==> src/rtl/core/fdps_pkg.sv <==
`timescale 1ns / 1ps
// ----------------------------------------------------------------------------
// fdps_pkg
// Shared types, constants and fixed-point helpers for the film development
// pixel step core. All values are unsigned Q8.16 with Q24.16 intermediates.
// ----------------------------------------------------------------------------
package fdps_pkg;

    localparam int VAL_W   = 24;
    localparam int WIDE_W  = 40;
    localparam int FRAC_W  = 16;
    localparam int NSTAGES = 8;
    localparam int IDX_W   = 2;

    localparam logic [VAL_W-1:0]  MAX24 = {VAL_W{1'b1}};
    localparam logic [WIDE_W-1:0] CAP40 = {WIDE_W{1'b1}};

    typedef enum logic [IDX_W-1:0] {
        REG_GROWTH_GAIN    = 2'd0,
        REG_DEVELOPER_GAIN = 2'd1,
        REG_SALT_GAIN      = 2'd2,
        REG_UNUSED         = 2'd3
    } reg_idx_t;

    typedef struct packed {
        logic [VAL_W-1:0] developer_in;
        logic [VAL_W-1:0] salt_red;
        logic [VAL_W-1:0] salt_green;
        logic [VAL_W-1:0] salt_blue;
        logic [VAL_W-1:0] radius_red;
        logic [VAL_W-1:0] radius_green;
        logic [VAL_W-1:0] radius_blue;
        logic [VAL_W-1:0] active_red;
        logic [VAL_W-1:0] active_green;
        logic [VAL_W-1:0] active_blue;
    } pixel_t;

    typedef struct packed {
        logic [VAL_W-1:0] developer_out;
        logic [VAL_W-1:0] new_radius_red;
        logic [VAL_W-1:0] new_radius_green;
        logic [VAL_W-1:0] new_radius_blue;
        logic [VAL_W-1:0] new_salt_red;
        logic [VAL_W-1:0] new_salt_green;
        logic [VAL_W-1:0] new_salt_blue;
    } result_t;

    typedef struct packed {
        logic [VAL_W-1:0] growth_gain;
        logic [VAL_W-1:0] developer_gain;
        logic [VAL_W-1:0] salt_gain;
    } cfg_t;

    // One load enable per pipeline register stage; bit 0 is the first stage.
    typedef struct packed {
        logic [NSTAGES-1:0] load;
    } ctrl_t;

    // Full product, drop the fraction bits, saturate to the Q24.16 range.
    function automatic logic [WIDE_W-1:0] qmul(input logic [WIDE_W-1:0] wide,
                                               input logic [VAL_W-1:0] narrow);
        logic [WIDE_W+VAL_W-1:0]        prod;
        logic [WIDE_W+VAL_W-FRAC_W-1:0] shifted;
        prod    = {{VAL_W{1'b0}}, wide} * {{WIDE_W{1'b0}}, narrow};
        shifted = prod[WIDE_W+VAL_W-1:FRAC_W];
        if (|shifted[WIDE_W+VAL_W-FRAC_W-1:WIDE_W])
            return CAP40;
        return shifted[WIDE_W-1:0];
    endfunction

    function automatic logic [VAL_W-1:0] sub_clamp(input logic [VAL_W-1:0] a,
                                                   input logic [WIDE_W-1:0] b);
        logic [WIDE_W-1:0] a_wide;
        logic [WIDE_W-1:0] diff;
        a_wide = {{(WIDE_W-VAL_W){1'b0}}, a};
        diff   = a_wide - b;
        if (a_wide > b)
            return diff[VAL_W-1:0];
        return '0;
    endfunction

    function automatic logic [VAL_W-1:0] add_sat24(input logic [VAL_W-1:0] a,
                                                   input logic [WIDE_W-1:0] b);
        logic [WIDE_W:0] sum;
        sum = {{(WIDE_W-VAL_W+1){1'b0}}, a} + {1'b0, b};
        if (|sum[WIDE_W:VAL_W])
            return MAX24;
        return sum[VAL_W-1:0];
    endfunction

    // All terms are non-negative, so one cap on the full sum equals capping
    // after every addition.
    function automatic logic [WIDE_W-1:0] sum3_sat(input logic [WIDE_W-1:0] a,
                                                   input logic [WIDE_W-1:0] b,
                                                   input logic [WIDE_W-1:0] c);
        logic [WIDE_W+1:0] sum;
        sum = {2'b00, a} + {2'b00, b} + {2'b00, c};
        if (|sum[WIDE_W+1:WIDE_W])
            return CAP40;
        return sum[WIDE_W-1:0];
    endfunction

endpackage

==> src/rtl/core/fdps_cfg_regs.sv <==
`timescale 1ns / 1ps
// ----------------------------------------------------------------------------
// fdps_cfg_regs
// Gain register file written through a plain write port. Writes to an
// unknown index are dropped.
// ----------------------------------------------------------------------------
module fdps_cfg_regs
    import fdps_pkg::*;
(
    input  logic             clk,
    input  logic             rst_n,
    input  logic             wr_en,
    input  logic [IDX_W-1:0] wr_index,
    input  logic [VAL_W-1:0] wr_data,
    output cfg_t             cfg
);

    cfg_t cfg_reg;
    cfg_t cfg_next;

    always_comb
    begin
        cfg_next = cfg_reg;
        if (wr_en)
        begin
            unique case (reg_idx_t'(wr_index))
                REG_GROWTH_GAIN:    cfg_next.growth_gain    = wr_data;
                REG_DEVELOPER_GAIN: cfg_next.developer_gain = wr_data;
                REG_SALT_GAIN:      cfg_next.salt_gain      = wr_data;
                default:            cfg_next = cfg_reg;
            endcase
        end
    end

    always_ff @(posedge clk or negedge rst_n)
    begin
        if (!rst_n)
            cfg_reg <= '0;
        else
            cfg_reg <= cfg_next;
    end

    assign cfg = cfg_reg;

endmodule

==> config.mk <==
export PLATFORM = sky130hd
export DESIGN_NAME = fdps_cfg_regs
export DESIGN_NICKNAME = d
export VERILOG_FILES = /design/src/rtl/core/fdps_pkg.sv /design/src/rtl/core/fdps_cfg_regs.sv
export SDC_FILE = /design/constraint.sdc
export NUM_CORES = 1
export LEC_CHECK = 0
export BUFFER_PORTS_ARGS = -buffer_cell sky130_fd_sc_hd__buf_2
export CAP_MARGIN = 20
export CELL_PAD_IN_SITES_DETAIL_PLACEMENT = 1
export CELL_PAD_IN_SITES_GLOBAL_PLACEMENT = 1
export CORE_UTILIZATION = 42
export CTS_CLUSTER_SIZE = 10
export DETAILED_ROUTE_END_ITERATION = 6
export PLACE_DENSITY_LB_ADDON = 0.1
export SLEW_MARGIN = 10
export SYNTH_ARGS = -nofsm -noshare
export SYNTH_HDL_FRONTEND = slang
export SYNTH_SLANG_ARGS = --single-unit
export TNS_END_PERCENT = 50
==> constraint.sdc <==
create_clock -name clk -period 2.2 [get_ports clk]
set_input_delay 0.33 -clock clk [delete_from_list [all_inputs] [get_ports clk]]
set_output_delay 0.33 -clock clk [all_outputs]
set_load 0.01 [all_outputs]
# Word-level counts from Yosys, hierarchy flattened
# Index checks and enable logic that the tools add are counted.
# word_totals
out_inout_bits	72
ff_bits	72
input_bits	29
# op_classes
n_eq_ne	2
n_reduce_logical	4
# ops
cell	count
2-bit AND reduction	3
2-bit by 1-bit equality test with 1-bit output, second input constant	1
2-bit equality test, second input constant	1
2-bit logical NOT	1

# Depth between registers and ports, before layout
# logic_depth
depth_word	2
ltp_mapped	3

# Least setup slack after synthesis
# OpenSTA, ideal clock, no wires.
# synth_timing
path_type	input -> register
from	in wr_index[0]
to	reg cfg_reg, in the netlist cfg[48]
path_stages	3
slack_ns	0.931
arrival_ns	1.144
n_path_buf	1
cell_sequence	nor3b_4 buf_6 mux2_2
# synth_between
elab_chain_len	2
# synth_lines
element	line_no	rtl
start: declaration	fdps_cfg_regs.sv:13	input logic [IDX_W-1:0] wr_index,
2-bit logical NOT	fdps_cfg_regs.sv:26	unique case (reg_idx_t'(wr_index))
2-bit AND reduction (no source line)	n/a	
end signal: assignment	fdps_cfg_regs.sv:40	cfg_reg <= cfg_next;
end: declaration	fdps_cfg_regs.sv:18	cfg_t cfg_reg;
# No other way between the ends.
# A chain may end at the register's enable or synchronous reset.

# Final worst setup path
# layout_timing
from	reg cfg_reg, in the netlist cfg[33]
to	out cfg[33] in the netlist's numbering
# layout_lines
element	line_no	rtl
end: declaration	fdps_cfg_regs.sv:15	output cfg_t cfg
# No word-level cell between the ends.

==> flow_metrics.env <==
export IMPL_antenna_found_initial=0
export IMPL_largest_reg_flops=72
export IMPL_ant_nets=0
export IMPL_synthCells=153
export IMPL_path_delay_family="flip-flops"
export IMPL_worst_path_stages=1
export IMPL_h_tree_depth=3
export IMPL_drt_initial_drc_count=61
export IMPL_start_util_pct=44.6
export IMPL_final_layout_size_suffix_gt1_share_pct=71.3
export IMPL_ys_seq_area_share_pct=66.3
export IMPL_ys_seq_elements=72
export IMPL_rsz0062_at_grt="false"
export IMPL_clkLatencyLatePin_ns=0.31
export IMPL_p_comb_share_pct=22.6
export IMPL_clockRootBuffer="clkbuf_8"
export IMPL_postCtsHoldBufs=0
export IMPL_max_slew_worst_pin_slew_ns=0.397
export IMPL_groute_usage_overall_pct=18.1
export IMPL_dieArea_um2=6800
export IMPL_drc=0
export IMPL_period_minus_slack_ns=1.18
export IMPL_endpoint="cfg[33]"
export IMPL_n_antenna_cell=0
export IMPL_cts_sinks=72
export IMPL_hold_class="input pin to async pin"
export IMPL_slowest_stage="dfrtp_1"
export IMPL_maxCapViolations=0
export IMPL_maxSlewViolCount=0
export IMPL_p_sw_share_pct=27.3
export IMPL_syn_nets=182
export IMPL_grt_start_max_net_pins=73
export IMPL_cts_tree="yes"
export IMPL_post_cts_setup_buffers=0
export IMPL_drt_wirelength_per_cell_um=16.5
export IMPL_placementRows=28
export IMPL_crit_buf_inv=1
export IMPL_instances_no_fill=340
export IMPL_internal_power_uw=2390
export IMPL_skew_ns=0
export IMPL_reg2reg_slack_ns=1.43
export IMPL_grt_pass1_vias=1801
export IMPL_rr_startpoint="cfg[24]$_DFFE_PN0P_"
export IMPL_ios=101
export IMPL_die_h_um=82.5
export IMPL_relSlewSlack_pct=73.6
export IMPL_fmax_mhz=845
export IMPL_power_switching_uw=899
export IMPL_clock_path_buffers=2
export IMPL_wl_um=5620
export IMPL_crit_fanout=2
export IMPL_worstPathCellList="buf_2"
export IMPL_timing_final_crit_share_pct=53.8
export IMPL_vias=1699
export IMPL_peakVddDrop_mv=0.562
export IMPL_fp_dieW_um=82.5
export IMPL_place_inst=326
export IMPL_leakage_uw=0.00167
export IMPL_path_clk_slew_ns=0.07
export IMPL_slowest_delay_ns=0.39
export IMPL_p_per_area_nw_per_um2=955
export IMPL_fin_setup_tns_ns=0
export IMPL_grt_overflow_total=0
export IMPL_start_kind="flip-flop"
export IMPL_numPortBuffers=100
export IMPL_synth_cell_type_count=8
export IMPL_endpoint_kind="output pin"
export IMPL_syn_cell_area_um2=2720
export IMPL_cts_resized_gates=0
export IMPL_area_growth_pct=26.7
export IMPL_gp_congestion=0.693
export IMPL_synth_warnings=0
export IMPL_cp_data_required_time_ns=1.87
export IMPL_crit_start="cfg[33]$_DFFE_PN0P_"
export IMPL_syn_area_per_cell_um2=17.8
export IMPL_cp_arrival_ns=0.85
export IMPL_core_area_um2=6100
export IMPL_power_frac_seq_pct=51.4
export IMPL_p_clk_share_pct=26.0
export IMPL_drt_pre_antenna_iters=3
export IMPL_fillCellCount=637
export IMPL_grt_first_pass_wirelength_um=8980
export IMPL_avgViaCountPerCell=5.00
export IMPL_status="complete, no violations"
export IMPL_setup_viol=0
export IMPL_hold_violations=0
export IMPL_r2r_end="cfg[24]$_DFFE_PN0P_"
export IMPL_critical_path_class="flip-flop to output pin"
export IMPL_nets=291
export IMPL_hpwl_um=3870
export IMPL_cts_buffers=9
export IMPL_reg2reg_depth=1
## stage by stage
stage | total power, uW | utilization, % | hold WS (ns) | instance area, um^2 | worst slack [ns]
after global routing | 3480 | 56.5 | 0.0503 | 3440 | 0.967
after detailed placement | 2480 | 54.0 | 0.401 | 3290 | 0.684
after global placement | 2450 | 54.0 | 0.389 | 3290 | 0.722
after floorplan | 2090 | - | 0.0344 | 2720 | 0.931
final | 3290 | 56.5 | 0.0230 | 3440 | 1.02
after CTS | 3350 | 56.5 | 0.0460 | 3440 | 0.997
## layout make-up
type	count	area [um^2]	area share, %
Clock inverter	1	5.00	0.145
Multi-Input combinational cell	75	852	24.7
Timing Repair Buffer	104	543	15.8
Tap cell	75	93.8	2.72
Clock buffer	13	149	4.32
Sequential cell	72	1800	52.3
## logic make-up after synthesis
logic type             after synthesis  share of synthesized area [%]
AND/OR/NAND/NOR                      3                           1.52
flip-flops                          72                           66.3
multiplexers                        72                           29.8
buffers and inverters                6                           2.39
## worst min-delay path by stage
stage | endpoint | slack (ns) | cells past startpoint
global route | cfg[63]$_DFFE_PN0P_ | 0.05 | 2
CTS | cfg[32]$_DFFE_PN0P_ | 0.05 | 2
finish | cfg[13]$_DFFE_PN0P_ | 0.02 | 2
global placement | cfg[13]$_DFFE_PN0P_ | 0.39 | 2
floorplan | cfg[0]$_DFFE_PN0P_ | 0.03 | 0
detailed placement | cfg[57]$_DFFE_PN0P_ | 0.40 | 2
## cell usage in the layout, fill, tap and decap left out, drive strengths merged
cell and count:
dfrtp 72, clkinv 1, mux2 72, nor3b 1, nand3b 2, buf 104
clkbuf 13
## metal layers
metal / vias to the layer above / global-route usage, % / part of all wire [%]
li1: 756 / - / -
met1: 876 / 23.1 / 42
met2: 60 / 29.3 / 50
met3: 7 / 4.84 / 6.2
met4: 0 / 7.37 / 1.1
met5: - / 0 / 0
## Yosys cell counts
library cell  number  area share, %
dfrtp_1           72             66
mux2_2            71             29
buf_4              2           0.55
buf_6              2           0.83
clkbuf_8           2            1.0
nand3b_2           2           0.83
mux2_1             1           0.41
nor3b_4            1           0.69
## power groups by stage
stage               logic [uW]  registers, uW  clock network, uW
finish                     743           1690                853
global route               814           1730                938
global placement           736           1720                  0
CTS                        761           1690                893
detailed placement         761           1720                  0
floorplan                  255           1840                  0
Note: power is estimated with default switching activity, not from simulation.
