<file path="src/rtl/core/fdps_pkg.sv">
`timescale 1ns / 1ps
// ----------------------------------------------------------------------------
// fdps_pkg
// Shared types, constants and fixed-point helpers for the film development
// pixel step core. All values are unsigned Q8.16 with Q24.16 intermediates.
// ----------------------------------------------------------------------------
package fdps_pkg;

    localparam int VAL_W   = 24;
    localparam int WIDE_W  = 40;
    localparam int FRAC_W  = 16;
    localparam int NSTAGES = 8;
    localparam int IDX_W   = 2;

    localparam logic [VAL_W-1:0]  MAX24 = {VAL_W{1'b1}};
    localparam logic [WIDE_W-1:0] CAP40 = {WIDE_W{1'b1}};

    typedef enum logic [IDX_W-1:0] {
        REG_GROWTH_GAIN    = 2'd0,
        REG_DEVELOPER_GAIN = 2'd1,
        REG_SALT_GAIN      = 2'd2,
        REG_UNUSED         = 2'd3
    } reg_idx_t;

    typedef struct packed {
        logic [VAL_W-1:0] developer_in;
        logic [VAL_W-1:0] salt_red;
        logic [VAL_W-1:0] salt_green;
        logic [VAL_W-1:0] salt_blue;
        logic [VAL_W-1:0] radius_red;
        logic [VAL_W-1:0] radius_green;
        logic [VAL_W-1:0] radius_blue;
        logic [VAL_W-1:0] active_red;
        logic [VAL_W-1:0] active_green;
        logic [VAL_W-1:0] active_blue;
    } pixel_t;

    typedef struct packed {
        logic [VAL_W-1:0] developer_out;
        logic [VAL_W-1:0] new_radius_red;
        logic [VAL_W-1:0] new_radius_green;
        logic [VAL_W-1:0] new_radius_blue;
        logic [VAL_W-1:0] new_salt_red;
        logic [VAL_W-1:0] new_salt_green;
        logic [VAL_W-1:0] new_salt_blue;
    } result_t;

    typedef struct packed {
        logic [VAL_W-1:0] growth_gain;
        logic [VAL_W-1:0] developer_gain;
        logic [VAL_W-1:0] salt_gain;
    } cfg_t;

    // One load enable per pipeline register stage; bit 0 is the first stage.
    typedef struct packed {
        logic [NSTAGES-1:0] load;
    } ctrl_t;

    // Full product, drop the fraction bits, saturate to the Q24.16 range.
    function automatic logic [WIDE_W-1:0] qmul(input logic [WIDE_W-1:0] wide,
                                               input logic [VAL_W-1:0] narrow);
        logic [WIDE_W+VAL_W-1:0]        prod;
        logic [WIDE_W+VAL_W-FRAC_W-1:0] shifted;
        prod    = {{VAL_W{1'b0}}, wide} * {{WIDE_W{1'b0}}, narrow};
        shifted = prod[WIDE_W+VAL_W-1:FRAC_W];
        if (|shifted[WIDE_W+VAL_W-FRAC_W-1:WIDE_W])
            return CAP40;
        return shifted[WIDE_W-1:0];
    endfunction

    function automatic logic [VAL_W-1:0] sub_clamp(input logic [VAL_W-1:0] a,
                                                   input logic [WIDE_W-1:0] b);
        logic [WIDE_W-1:0] a_wide;
        logic [WIDE_W-1:0] diff;
        a_wide = {{(WIDE_W-VAL_W){1'b0}}, a};
        diff   = a_wide - b;
        if (a_wide > b)
            return diff[VAL_W-1:0];
        return '0;
    endfunction

    function automatic logic [VAL_W-1:0] add_sat24(input logic [VAL_W-1:0] a,
                                                   input logic [WIDE_W-1:0] b);
        logic [WIDE_W:0] sum;
        sum = {{(WIDE_W-VAL_W+1){1'b0}}, a} + {1'b0, b};
        if (|sum[WIDE_W:VAL_W])
            return MAX24;
        return sum[VAL_W-1:0];
    endfunction

    // All terms are non-negative, so one cap on the full sum equals capping
    // after every addition.
    function automatic logic [WIDE_W-1:0] sum3_sat(input logic [WIDE_W-1:0] a,
                                                   input logic [WIDE_W-1:0] b,
                                                   input logic [WIDE_W-1:0] c);
        logic [WIDE_W+1:0] sum;
        sum = {2'b00, a} + {2'b00, b} + {2'b00, c};
        if (|sum[WIDE_W+1:WIDE_W])
            return CAP40;
        return sum[WIDE_W-1:0];
    endfunction

endpackage

</file>
<file path="src/rtl/core/fdps_pipe_ctrl.sv">
`timescale 1ns / 1ps
// ----------------------------------------------------------------------------
// fdps_pipe_ctrl
// Valid bits and load enables for the pipeline. A stage loads when it is
// empty or the stage after it loads, so bubbles collapse under a stall.
// ----------------------------------------------------------------------------
module fdps_pipe_ctrl
    import fdps_pkg::*;
(
    input  logic  clk,
    input  logic  rst_n,
    input  logic  pixel_valid,
    output logic  pixel_stall,
    output logic  result_valid,
    input  logic  result_stall,
    output ctrl_t ctrl
);

    logic [NSTAGES-1:0] valid_reg;
    logic [NSTAGES-1:0] valid_next;
    logic [NSTAGES-1:0] ready;
    logic [NSTAGES-1:0] src_valid;

    always_comb
    begin
        ready[NSTAGES-1] = !valid_reg[NSTAGES-1] || !result_stall;
        for (int i = NSTAGES - 2; i >= 0; i--)
            ready[i] = !valid_reg[i] || ready[i+1];
    end

    assign src_valid = {valid_reg[NSTAGES-2:0], pixel_valid};

    always_comb
    begin
        for (int i = 0; i < NSTAGES; i++)
            valid_next[i] = ready[i] ? src_valid[i] : valid_reg[i];
    end

    always_ff @(posedge clk or negedge rst_n)
    begin
        if (!rst_n)
            valid_reg <= '0;
        else
            valid_reg <= valid_next;
    end

    assign ctrl.load    = ready & src_valid;
    assign pixel_stall  = !ready[0];
    assign result_valid = valid_reg[NSTAGES-1];

`ifndef SYNTH
    // The input side is held off only when every stage holds a transaction.
    a_stall_only_full: assert property (@(posedge clk) disable iff (!rst_n)
        pixel_stall |-> (&valid_reg))
        else $error("input stalled while the pipeline has a free stage");

    a_accept_enters: assert property (@(posedge clk) disable iff (!rst_n)
        (pixel_valid && !pixel_stall) |=> valid_reg[0])
        else $error("accepted transaction did not enter the first stage");

    a_no_repeat: assert property (@(posedge clk) disable iff (!rst_n)
        (valid_reg[NSTAGES-1] && !result_stall && !valid_reg[NSTAGES-2])
        |=> !valid_reg[NSTAGES-1])
        else $error("delivered result left valid in the output stage");
`endif

endmodule

</file>
<file path="config.mk">
export PLATFORM = sky130hd
export DESIGN_NAME = fdps_pipe_ctrl
export DESIGN_NICKNAME = d
export VERILOG_FILES = /design/src/rtl/core/fdps_pkg.sv /design/src/rtl/core/fdps_pipe_ctrl.sv
export SDC_FILE = /design/constraint.sdc
export NUM_CORES = 1
export LEC_CHECK = 0
export ABC_CLOCK_PERIOD_IN_PS = 1400
export BUFFER_PORTS_ARGS = -buffer_cell sky130_fd_sc_hd__buf_2
export CORE_AREA = 2 2 39 41
export DETAILED_ROUTE_END_ITERATION = 8
export DIE_AREA = 0 0 41 43
export GPL_ROUTABILITY_DRIVEN = 1
export PLACE_DENSITY = 0.6
export RECOVER_POWER = 25
export SLEW_MARGIN = 20
export SYNTH_ARGS = -nofsm -noshare
export SYNTH_HDL_FRONTEND = slang
export SYNTH_SLANG_ARGS = --single-unit
</file>
<file path="constraint.sdc">
create_clock -name clk -period 1.4 [get_ports clk]
set_input_delay 0.21 -clock clk [delete_from_list [all_inputs] [get_ports clk]]
set_output_delay 0.21 -clock clk [all_outputs]
set_load 0.03 [all_outputs]
</file>
; ---- Yosys cells after proc, flatten, opt, wreduce, memory -nomap -nowiden
; Index checks and enable logic that the tools add are counted.
[classes]
n_bitwise = 1
n_reduce_logical = 18
[ops]
columns = op, n
row1 = logical NOT 1 bit, 10
row2 = AND 8 bit, 1
row3 = logical OR 1 bit, 8
[totals]
ff_bits = 8
inputBits = 4
out_inout_bits = 10
elab_cells = 27

; ---- Depth between registers and ports, before layout
[logic_depth]
depth_word = 10
depth_mapped = 3
depth_no_buf = 2

; ---- Worst setup path before layout
; OpenSTA, ideal clock, no wires.
[synth_path]
path_type = reg-to-output
from = register valid_reg[7]
to = output port ctrl[4] (netlist bit)
t_arrival_ps = 1602
required_time_ps = 1190
path_slack_ps = -412
stages_incl_launch_ff = 4
n_path_buf = 1
path_cell_list = dfrtp_1 -> and4_4 -> buf_6 -> a21boi_0
[synth_rtl]
columns = item, line_no
row1 = start: declaration, fdps_pipe_ctrl.sv:19  ; logic [NSTAGES-1:0] valid_reg;
row2 = start signal: assignment, fdps_pipe_ctrl.sv:44  ; valid_reg <= valid_next;
row3 = end: declaration, fdps_pipe_ctrl.sv:16  ; output ctrl_t ctrl

==> results.json <==
{
  "status": "finished with violations",
  "violations": "setup timing",
  "avgRoutedWirePerCell_um": 11.9,
  "grt_pass1_wl_um": 1560,
  "grt_pass1_vias": 344,
  "seqPwrFrac": 0.292,
  "required_ns": 1.19,
  "switching_share": 0.381,
  "start_util": 0.281,
  "clock-sinks": 8,
  "fill_cells": 140,
  "seq_area_frac_synth": 0.514,
  "arrival_ns": 1.29,
  "crit_type": "reg2out",
  "hold_viol": 0,
  "dpl.hpwl_um": 536,
  "design_power_total_mw": 1.05,
  "internal_power_uw": 649,
  "startpoint_type": "flip-flop",
  "setup_viol": 5,
  "ys_seq_elements": 8,
  "synth_nets": 37,
  "yosys.area.top_type": "dfrtp_1",
  "std_cell_rows": 14,
  "postSynthCellCount": 33,
  "grt_max_degree": 9,
  "clk_latency_ns": 0.25,
  "fmaxAchievable_mhz": 668,
  "maxCapViolCount": 0,
  "gp_congestion": 0.591,
  "syn_avg_cell_area_um2": 11.8,
  "grt.total_usage": 0.138,
  "leakage_nw": 0.302,
  "die_y_um": 43,
  "die_w_um": 41,
  "cts_tree": "built",
  "slew_headroom": 0.706,
  "synth_area_um2": 389,
  "dpl_cell_area_um2": 547,
  "combPwrFrac": 0.524,
  "yosys-top-cells-area": "dfrtp_1, a21boi_0, buf_6",
  "fin_util": 0.495,
  "wl_um": 895,
  "design_area_um2": 686,
  "drt-initial-drc-count": 2,
  "p_sw_uw": 400,
  "dr.pass1.iters": 3,
  "fin_cells": 75,
  "numCtsBuffers": 3,
  "yosysTopAreaCellShare": 0.514,
  "vias_per_cell": 4.77,
  "synthToLayoutAreaGrowth_pct": 76.2,
  "hp-class": "in2reg",
  "htreeDepth": 1,
  "finClkSkew_ns": 0.00667,
  "ant_nets": 0,
  "finalMaxSlewViolations": 0,
  "drc": 0,
  "clockBufferDepth": 2,
  "ys_types": 18,
  "antenna_cells": 0,
  "cp_max_fo": 5,
  "io_buffer_count": 13,
  "core_um2": 1380,
  "rsz0062_at_grt": "true",
  "yosysWarningCount": 0,
  "clockRootBuffer": "clkbuf_4",
  "pwr-share-clk": 0.184,
  "num_vias": 358,
  "vdd_ir_drop_max_mv": 0.742,
  "tightestPinTransition_ns": 0.441,
  "dp.cells": 65,
  "fin_crit_sh": 1.07,
  "power_density_nw_per_um2": 1530,
  "worst_slack_ns": -0.0977,
  "largest_reg_flops": 8,
  "drive_above_1_share": 0.610,
  "crit_path_end_kind": "primary output",
  "place_ws_ns": 0.0546,
  "dieArea_um2": 1760,
  "min_period_ns": 1.50,
  "nets": 64,
  "overflow": 0,
  "clkTransAtPathRegs_ns": 0.06,
  "pin_count": 14,
  "antenna_found_initial": 0
}
-- layout make-up --
type	count	area [µm²]	area share
clock buffer	4	26.3	0.0383
sequential	8	201	0.294
timing repair buffer	23	199	0.290
tap	16	20.0	0.0292
multi-input combinational	21	228	0.332
inverter	3	11.3	0.0164
-- cells in the mapped netlist, drive strengths merged --
master	instances
a21boi	3
a21o	3
a31o	2
a31oi	2
a41o	1
a41oi	1
and2	1
and3	1
and4	2
buf	2
dfrtp	8
inv	3
nand2b	1
nand3	1
nor2b	1
or2	1
-- critical path, stage by stage, from the launching register on --
cell,delay [ns]
dfrtp_2,0.41
and4_4,0.22
buf_4,0.15
nor2b_2,0.11
buf_6,0.13
-- metrics by stage --
step	hold slack, ns	TNS [ns]
floorplan	-0.0856	0
global placement	0.0626	0
detailed placement	0.0614	0
CTS	0.151	-0.428
global route	0.172	-0.717
finish	0.157	-0.411
-- placed cells by master (no fill, tap or decap), drive strengths merged --
| cell type | n |
|---|---|
| a41oi | 1 |
| buf | 21 |
| nand2b | 1 |
| a21boi | 3 |
| clkbuf | 5 |
| nand3 | 1 |
| and3 | 1 |
| inv | 3 |
| or2 | 1 |
| a31o | 2 |
| nor2b | 1 |
| and4 | 3 |
| a31oi | 2 |
| a41o | 1 |
| dlygate4sd3 | 1 |
| a21o | 3 |
| and2 | 1 |
| dfrtp | 8 |
-- logic make-up after synthesis --
logic type / after synthesis / share of synthesized area
compound gates: 12 / 0.248
simple gates: 8 / 0.151
flops: 8 / 0.514
buf+inv: 5 / 0.0868
-- power groups by stage --
stage,Combinational [mW],Sequential [mW],Clock [mW]
6_report,0.550,0.306,0.193
5_1_grt,0.594,0.313,0.212
4_1_cts,0.547,0.305,0.199
3_5_place_dp,0.419,0.303,0
3_3_place_gp,0.419,0.302,0
2_1_floorplan,0.304,0.325,0
-- worst paths after layout --
path	start	end	slack [ns]	cells past startpoint
worst max-delay path	valid_reg[7]$_DFFE_PN0P_	ctrl[5]	-0.1	4
worst min-delay path	pixel_valid	valid_reg[0]$_DFFE_PN0P_	0.16	2
worst max register to register	valid_reg[7]$_DFFE_PN0P_	valid_reg[3]$_DFFE_PN0P_	0.29	3
worst min register to register	valid_reg[5]$_DFFE_PN0P_	valid_reg[6]$_DFFE_PN0P_	0.53	1
max in group asynchronous	rst_n	valid_reg[7]$_DFFE_PN0P_	0.67	2
min in group asynchronous	rst_n	valid_reg[6]$_DFFE_PN0P_	0.40	2
-- per-layer routing --
metal | up-vias | share of wire | track usage
met1 | 167 | 0.50 | 0.196
met4 | 0 | 0.011 | 0.100
li1 | 176 | - | -
met5 | - | 0 | 0
met2 | 13 | 0.41 | 0.166
met3 | 2 | 0.073 | 0.0471
-- timing repair --
| action | CTS | global route |
|---|---|---|
| hold endpoints to repair | 8 | 0 |
| pin swaps | 6 | 2 |
| buffers inserted | 4 | 0 |
| cloned | 1 | 0 |
| endpoints found under the setup margin | 8 | 8 |
| resized for setup | 20 | 1 |
| hold buffers | 1 | 0 |
No activity file was read; power rests on OpenSTA's default activity.
