--- config.mk ---
export PLATFORM = sky130hd
export DESIGN_NAME = fdps_dev_path
export DESIGN_NICKNAME = d
export VERILOG_FILES = /design/src/rtl/core/fdps_pkg.sv /design/src/rtl/core/fdps_dev_path.sv
export SDC_FILE = /design/constraint.sdc
export NUM_CORES = 2
export LEC_CHECK = 0
export BUFFER_PORTS_ARGS = -buffer_cell sky130_fd_sc_hd__clkbuf_2
export CAP_MARGIN = 20
export CORE_MARGIN = 2
export CORE_UTILIZATION = 55
export CTS_BUF_LIST = sky130_fd_sc_hd__clkbuf_4
export CTS_CLUSTER_SIZE = 24
export DETAILED_ROUTE_END_ITERATION = 7
export PLACE_DENSITY = 0.7
export SYNTH_ARGS = -nofsm -noshare
export SYNTH_HDL_FRONTEND = slang
export SYNTH_SLANG_ARGS = --single-unit
--- constraint.sdc ---
create_clock -name clk -period 24.5 [get_ports clk]
set_clock_uncertainty 0.05 [all_clocks]
set_input_delay 4.9 -clock clk [delete_from_list [all_inputs] [get_ports clk]]
set_output_delay 4.9 -clock clk [all_outputs]
set_load 0.01 [all_outputs]
--- src/rtl/core/fdps_pkg.sv ---
`timescale 1ns / 1ps
// ----------------------------------------------------------------------------
// fdps_pkg
// Shared types, constants and fixed-point helpers for the film development
// pixel step core. All values are unsigned Q8.16 with Q24.16 intermediates.
// ----------------------------------------------------------------------------
package fdps_pkg;

    localparam int VAL_W   = 24;
    localparam int WIDE_W  = 40;
    localparam int FRAC_W  = 16;
    localparam int NSTAGES = 8;
    localparam int IDX_W   = 2;

    localparam logic [VAL_W-1:0]  MAX24 = {VAL_W{1'b1}};
    localparam logic [WIDE_W-1:0] CAP40 = {WIDE_W{1'b1}};

    typedef enum logic [IDX_W-1:0] {
        REG_GROWTH_GAIN    = 2'd0,
        REG_DEVELOPER_GAIN = 2'd1,
        REG_SALT_GAIN      = 2'd2,
        REG_UNUSED         = 2'd3
    } reg_idx_t;

    typedef struct packed {
        logic [VAL_W-1:0] developer_in;
        logic [VAL_W-1:0] salt_red;
        logic [VAL_W-1:0] salt_green;
        logic [VAL_W-1:0] salt_blue;
        logic [VAL_W-1:0] radius_red;
        logic [VAL_W-1:0] radius_green;
        logic [VAL_W-1:0] radius_blue;
        logic [VAL_W-1:0] active_red;
        logic [VAL_W-1:0] active_green;
        logic [VAL_W-1:0] active_blue;
    } pixel_t;

    typedef struct packed {
        logic [VAL_W-1:0] developer_out;
        logic [VAL_W-1:0] new_radius_red;
        logic [VAL_W-1:0] new_radius_green;
        logic [VAL_W-1:0] new_radius_blue;
        logic [VAL_W-1:0] new_salt_red;
        logic [VAL_W-1:0] new_salt_green;
        logic [VAL_W-1:0] new_salt_blue;
    } result_t;

    typedef struct packed {
        logic [VAL_W-1:0] growth_gain;
        logic [VAL_W-1:0] developer_gain;
        logic [VAL_W-1:0] salt_gain;
    } cfg_t;

    // One load enable per pipeline register stage; bit 0 is the first stage.
    typedef struct packed {
        logic [NSTAGES-1:0] load;
    } ctrl_t;

    // Full product, drop the fraction bits, saturate to the Q24.16 range.
    function automatic logic [WIDE_W-1:0] qmul(input logic [WIDE_W-1:0] wide,
                                               input logic [VAL_W-1:0] narrow);
        logic [WIDE_W+VAL_W-1:0]        prod;
        logic [WIDE_W+VAL_W-FRAC_W-1:0] shifted;
        prod    = {{VAL_W{1'b0}}, wide} * {{WIDE_W{1'b0}}, narrow};
        shifted = prod[WIDE_W+VAL_W-1:FRAC_W];
        if (|shifted[WIDE_W+VAL_W-FRAC_W-1:WIDE_W])
            return CAP40;
        return shifted[WIDE_W-1:0];
    endfunction

    function automatic logic [VAL_W-1:0] sub_clamp(input logic [VAL_W-1:0] a,
                                                   input logic [WIDE_W-1:0] b);
        logic [WIDE_W-1:0] a_wide;
        logic [WIDE_W-1:0] diff;
        a_wide = {{(WIDE_W-VAL_W){1'b0}}, a};
        diff   = a_wide - b;
        if (a_wide > b)
            return diff[VAL_W-1:0];
        return '0;
    endfunction

    function automatic logic [VAL_W-1:0] add_sat24(input logic [VAL_W-1:0] a,
                                                   input logic [WIDE_W-1:0] b);
        logic [WIDE_W:0] sum;
        sum = {{(WIDE_W-VAL_W+1){1'b0}}, a} + {1'b0, b};
        if (|sum[WIDE_W:VAL_W])
            return MAX24;
        return sum[VAL_W-1:0];
    endfunction

    // All terms are non-negative, so one cap on the full sum equals capping
    // after every addition.
    function automatic logic [WIDE_W-1:0] sum3_sat(input logic [WIDE_W-1:0] a,
                                                   input logic [WIDE_W-1:0] b,
                                                   input logic [WIDE_W-1:0] c);
        logic [WIDE_W+1:0] sum;
        sum = {2'b00, a} + {2'b00, b} + {2'b00, c};
        if (|sum[WIDE_W+1:WIDE_W])
            return CAP40;
        return sum[WIDE_W-1:0];
    endfunction

endpackage

--- src/rtl/core/fdps_dev_path.sv ---
`timescale 1ns / 1ps
// ----------------------------------------------------------------------------
// fdps_dev_path
// Developer path: carries the developer value alongside the layers, sums
// the three volumes and subtracts the developer consumption.
// ----------------------------------------------------------------------------
module fdps_dev_path
    import fdps_pkg::*;
(
    input  logic              clk,
    input  ctrl_t             ctrl,
    input  cfg_t              cfg,
    input  logic [VAL_W-1:0]  developer_in,
    input  logic [WIDE_W-1:0] vol_red,
    input  logic [WIDE_W-1:0] vol_green,
    input  logic [WIDE_W-1:0] vol_blue,
    output logic [VAL_W-1:0]  developer_out
);

    // dev_reg[i] belongs to stage i + 1.
    logic [VAL_W-1:0]  dev_reg [NSTAGES-1];
    logic [WIDE_W-1:0] vsum_reg, vsum_next;
    logic [WIDE_W-1:0] used_reg, used_next;
    logic [VAL_W-1:0]  out_reg, out_next;

    always_comb
    begin
        vsum_next = sum3_sat(vol_red, vol_green, vol_blue);
        used_next = qmul(vsum_reg, cfg.developer_gain);
        out_next  = sub_clamp(dev_reg[NSTAGES-2], used_reg);
    end

    always_ff @(posedge clk)
    begin
        if (ctrl.load[0])
            dev_reg[0] <= developer_in;
        for (int i = 1; i < NSTAGES - 1; i++)
        begin
            if (ctrl.load[i])
                dev_reg[i] <= dev_reg[i-1];
        end
        if (ctrl.load[5])
            vsum_reg <= vsum_next;
        if (ctrl.load[6])
            used_reg <= used_next;
        if (ctrl.load[7])
            out_reg <= out_next;
    end

    assign developer_out = out_reg;

endmodule

; ---- Word level (Yosys, flattened, before mapping)
; Memories as Yosys holds them, arrays and structs flattened.
; Index checks and enable logic that the tools add are counted.
[totals]
register_bits = 104
latchBits = 0
mem_bits_rw = 168
romBits = 0
in_bits = 225
output_inout_bits = 24
memories = 1
[memory_table]
columns = memory, depth, width, read_ports, rd_clocked_by_memory_dff, write_ports, line
row1 = dev_reg, 7, 24, 7, 0, 7, fdps_dev_path.sv:21  ; logic [VAL_W-1:0] dev_reg [NSTAGES-1];
[classes]
n_addsub = 3
mul = 1
n_div = 0
magnitude_cmp = 1
eq_ne = 0
n_shift = 0
n_mux = 22
bitwise_logic = 0
reduce_logical = 2
[ops]
columns = operator, n
row1 = $mux 40, 4
row2 = $mul 40x24->64, 1
row3 = $add 41x40->42, 1
row4 = $add 40x40->41, 1
row5 = $gt 24x40->1, 1
row6 = $mux 24, 1
row7 = $sub 24x24->24, 1
row8 = $mux 1, 17
row9 = $reduce_or 8->1, 1
row10 = $reduce_or 2->1, 1

; ---- Depth between registers and ports, before layout
[logic_depth]
word_depth = 5
depth_mapped = 30
mapped_depth_nobuf = 25

; ---- Worst setup path after synthesis
; Ideal clock, no wire load.
[synth_path]
path_type = input port to flip-flop
from = in cfg[25] in the netlist's numbering
to = reg used_reg[31] (data pin)
arrival_time_ns = 11.747
required_ns = 24.195
setup_slack_ns = 12.447
path_stages = 28
n_path_buf = 5
path_cell_list = clkbuf_1 -> clkbuf_1 -> and2_1 -> fa_1 -> fa_1 -> fa_1 -> inv_1 -> fa_1 -> inv_1 -> fa_1 -> fa_1 -> inv_1 -> fa_1 -> inv_1 -> ha_1 -> clkbuf_1 -> a21o_1 -> a21o_1 -> a21oi_1 -> o221ai_1 -> or4_1 -> o311ai_1 -> nand4_1 -> or4_1 -> a211oi_2 -> buf_6 -> buf_6 -> nand2_2
[synth_between]
elab_chain_len = 4
[synth_lines]
columns = element, line
row1 = from (decl), fdps_dev_path.sv:12  ; input cfg_t cfg,
row2 = $mul 40x24->64 *, fdps_pkg.sv:64  ; prod = {{VAL_W{1'b0}}, wide} * {{WIDE_W{1'b0}}, narrow};
row3 = $reduce_or 8->1, fdps_pkg.sv:66  ; if (|shifted[WIDE_W+VAL_W-FRAC_W-1:WIDE_W])
row4 = $mux 1, fdps_pkg.sv:66
row5 = $mux 40 *, fdps_pkg.sv:68  ; return shifted[WIDE_W-1:0];
row6 = to (signal assigned), fdps_dev_path.sv:45  ; used_reg <= used_next;
row7 = to (decl), fdps_dev_path.sv:23  ; logic [WIDE_W-1:0] used_reg, used_next;
; Mark *: on every way between the ends. The rest lies on a longest branch, timed or not.
; A chain may end at the register's enable or synchronous reset.

; ---- Final worst setup path
[layout_path]
from = in cfg[24] in the netlist's numbering
to = reg used_reg[39] (data pin)
; The elaborated chain is that of the path after synthesis.

==> impl_metrics.tcl <==
set metrics [dict create \
    synth_edf_count 272 \
    cp.required_ns 24.84 \
    firstDrtPassIters 7 \
    num_rows 102 \
    reg2reg_to "used_reg[39]$_SDFFCE_PP1P_" \
    syn_area_um2 42700 \
    post-dp-hpwl_mm 76.6 \
    grt_usage 0.281 \
    hold_buffers 0 \
    cp_common_cell "fa_1" \
    drive_gt1_frac 0.0848 \
    fillers 6728 \
    period_share 0.539 \
    status "complete, no violations" \
    worstSetupPathType "input pin to flop" \
    cts_tree "built" \
    synth-seq-area-share 0.191 \
    finalWirelength_mm 105 \
    area_growth_pct 6.44 \
    setup_tns_ns 0 \
    yosysTopAreaCellShare 0.411 \
    worst_slew_pin_slew_ns 1.26 \
    vias 30300 \
    viasPerCell 5.51 \
    synthAdderAreaFrac 0.484 \
    grt_pass1_vias 33000 \
    core_area_um2 77100 \
    use_met3 0.0515 \
    overflow 0 \
    crit_fanout 40 \
    htree_num_levels 3 \
    synth_compound_area_frac 0.0557 \
    io_buffers 200 \
    synthMuxAreaShare 0.000968 \
    gr-max-usage-layer "met2" \
    r2r_cells 23 \
    clock_insertion_delay_worst_skew_ns 0.76 \
    route.detailed.drc 0 \
    antenna_found_initial 4 \
    synthArstFlopShare 0 \
    rsz0062_at_grt "false" \
    clock-sinks 272 \
    yosys.area.top_type "fa_1" \
    synthXorXnorAreaFrac 0.0199 \
    final_common_cell "inv_1" \
    synth_cell_types 69 \
    startpoint_type "input pin" \
    min_path_type "flop to flop" \
    synth_warnings 0 \
    initial_core_util 0.554 \
    grt_pass1_wl_mm 173 \
    grt_use_met2 0.471 \
    fmax_ghz 0.0758 \
    ioPinCount 249 \
    crit_path_top_delay_cell "a211oi_1" \
    die_h_um 283 \
    grt_max_degree 65 \
    synth_top_family_by_area "adder cells" \
    critPathArrivalTime_ns 13.54 \
    final_nets 5774 \
    drt_iter0_markers 2081 \
    grt_util_met1 0.357 \
    synth.avg_cell_area_um2 9.89 \
    gp_congestion 0.934 \
    cpPeakStageDelay_ns 0.84 \
    r2r_slack_ns 15.24 \
    final_antenna_net_count 0 \
    ys_seq_elements 272 \
    synth-simple-area-share 0.151 \
    numCtsBuffers 69 \
    min_from "dev_reg[3][11]$_DFFE_PP_" \
    relSlewSlack 0.162 \
    final_cell_mix "inv_1 (880), fa_1 (875), nand2_1 (711)" \
    hold_path_depth 0 \
    reg2reg_from "vsum_reg[4]$_SDFFCE_PP1P_" \
    path_clk_slew_ns 0.07 \
    ys_top_cells_by_area "fa_1 (41%), edfxtp_1 (19%), inv_1 (7.7%), ha_1 (7.3%), nand2_1 (6.3%)" \
    die-area_um2 79800 \
    largest_reg_flops 168 \
    synthCells 4316 \
    end_kind "flop" \
    cts_setup_buffers 0 \
    cts_resized 0 \
    syn_nets 5665 \
    period_needed_ns 13.20 \
    min_to "dev_reg[4][11]$_DFFE_PP_" \
    ctsLongestPathBuffers 3 \
    fp.dieW_um 283 \
    wl_per_cell_um 19.1 \
    drv_cap 0 \
    drv_slew 0 \
    crit_start "cfg[24]" \
    hold_violations 0 \
    synthFlopType "edfxtp_1" \
    clock-root-buffer "clkbuf_4" \
    setup_violations 0 \
]
## synth_stat cells (5+ instances only)
cell and count:
a211oi_1 16, nand4_1 33, xor2_1 47, buf_6 5, a21oi_1 117, o211ai_1 5, inv_1 880, nor2b_1 15
nor4_1 8, nand2_1 711, and4_1 6, a21o_1 51, ha_1 249, nand2b_1 10, o21ai_0 71, or2_2 5
a221oi_1 6, a21boi_0 7, and2_1 384, a211o_1 5, nand2_2 10, nor3_1 16, fa_1 875, nand3_1 35
edfxtp_1 272, and3_1 15, nor2_1 79, clkbuf_1 205, or3_1 9, buf_2 7, xnor2_1 50, o21a_1 14
a31oi_1 18, o21bai_1 16
## critical path, delay by kind of cell
family	cells	cell delay, ns
adder cells (fa/ha/maj)	8	4.09
AO/OA/AOI/OAI	6	1.86
AND/OR/NAND/NOR	5	1.44
buffers and inverters	6	1.23
## routing by layer
metal | part of all wire | wire length, um
met1 | 0.39 | 40800
met2 | 0.49 | 51300
met3 | 0.081 | 8550
met4 | 0.045 | 4760
met5 | 0.00015 | 16
## per-stage QoR
step	instances	setup WS (ns)	util	hold slack, ns	instance area (um2)
finish	5503	11.30	0.589	0.334	45400
global route	5503	11.00	0.589	0.337	45400
CTS	5497	11.53	0.588	0.323	45300
detailed placement	5391	10.75	0.578	0.355	44500
global placement	5391	10.79	0.578	0.352	44500
floorplan	4316	12.45	-	0.350	42700
## layout make-up
class	instances	area, um2	share of cell area
multi-input cells	2946	30300	0.668
flip-flops and latches	272	8170	0.180
inverters	880	3300	0.0727
repair buffers	256	1480	0.0326
well taps	1040	1300	0.0287
clock buffers	89	668	0.0147
clock inverters	17	139	0.00306
diodes	3	7.51	0.000165
## cells by family after synthesis
| family | Yosys count |
|---|---|
| AO/OA/AOI/OAI | 373 |
| XOR/XNOR | 97 |
| AND/OR/NAND/NOR | 1348 |
| multiplexers | 4 |
| adder cells (fa/ha/maj) | 1124 |
| flip-flops | 272 |
| buffers and inverters | 1098 |
## worst max-delay path by stage
| stage | endpoint | slack, ns |
|---|---|---|
| 2_1_floorplan | used_reg[31]$_SDFFCE_PP1P_ | 12.45 |
| 4_1_cts | used_reg[39]$_SDFFCE_PP1P_ | 11.53 |
| 6_report | used_reg[39]$_SDFFCE_PP1P_ | 11.30 |
| 3_3_place_gp | used_reg[39]$_SDFFCE_PP1P_ | 10.79 |
| 3_5_place_dp | used_reg[39]$_SDFFCE_PP1P_ | 10.75 |
| 5_1_grt | used_reg[39]$_SDFFCE_PP1P_ | 11.00 |
Power is not shown: default switching activity piles up to over one toggle a cycle in this logic, so the estimate is an artifact.
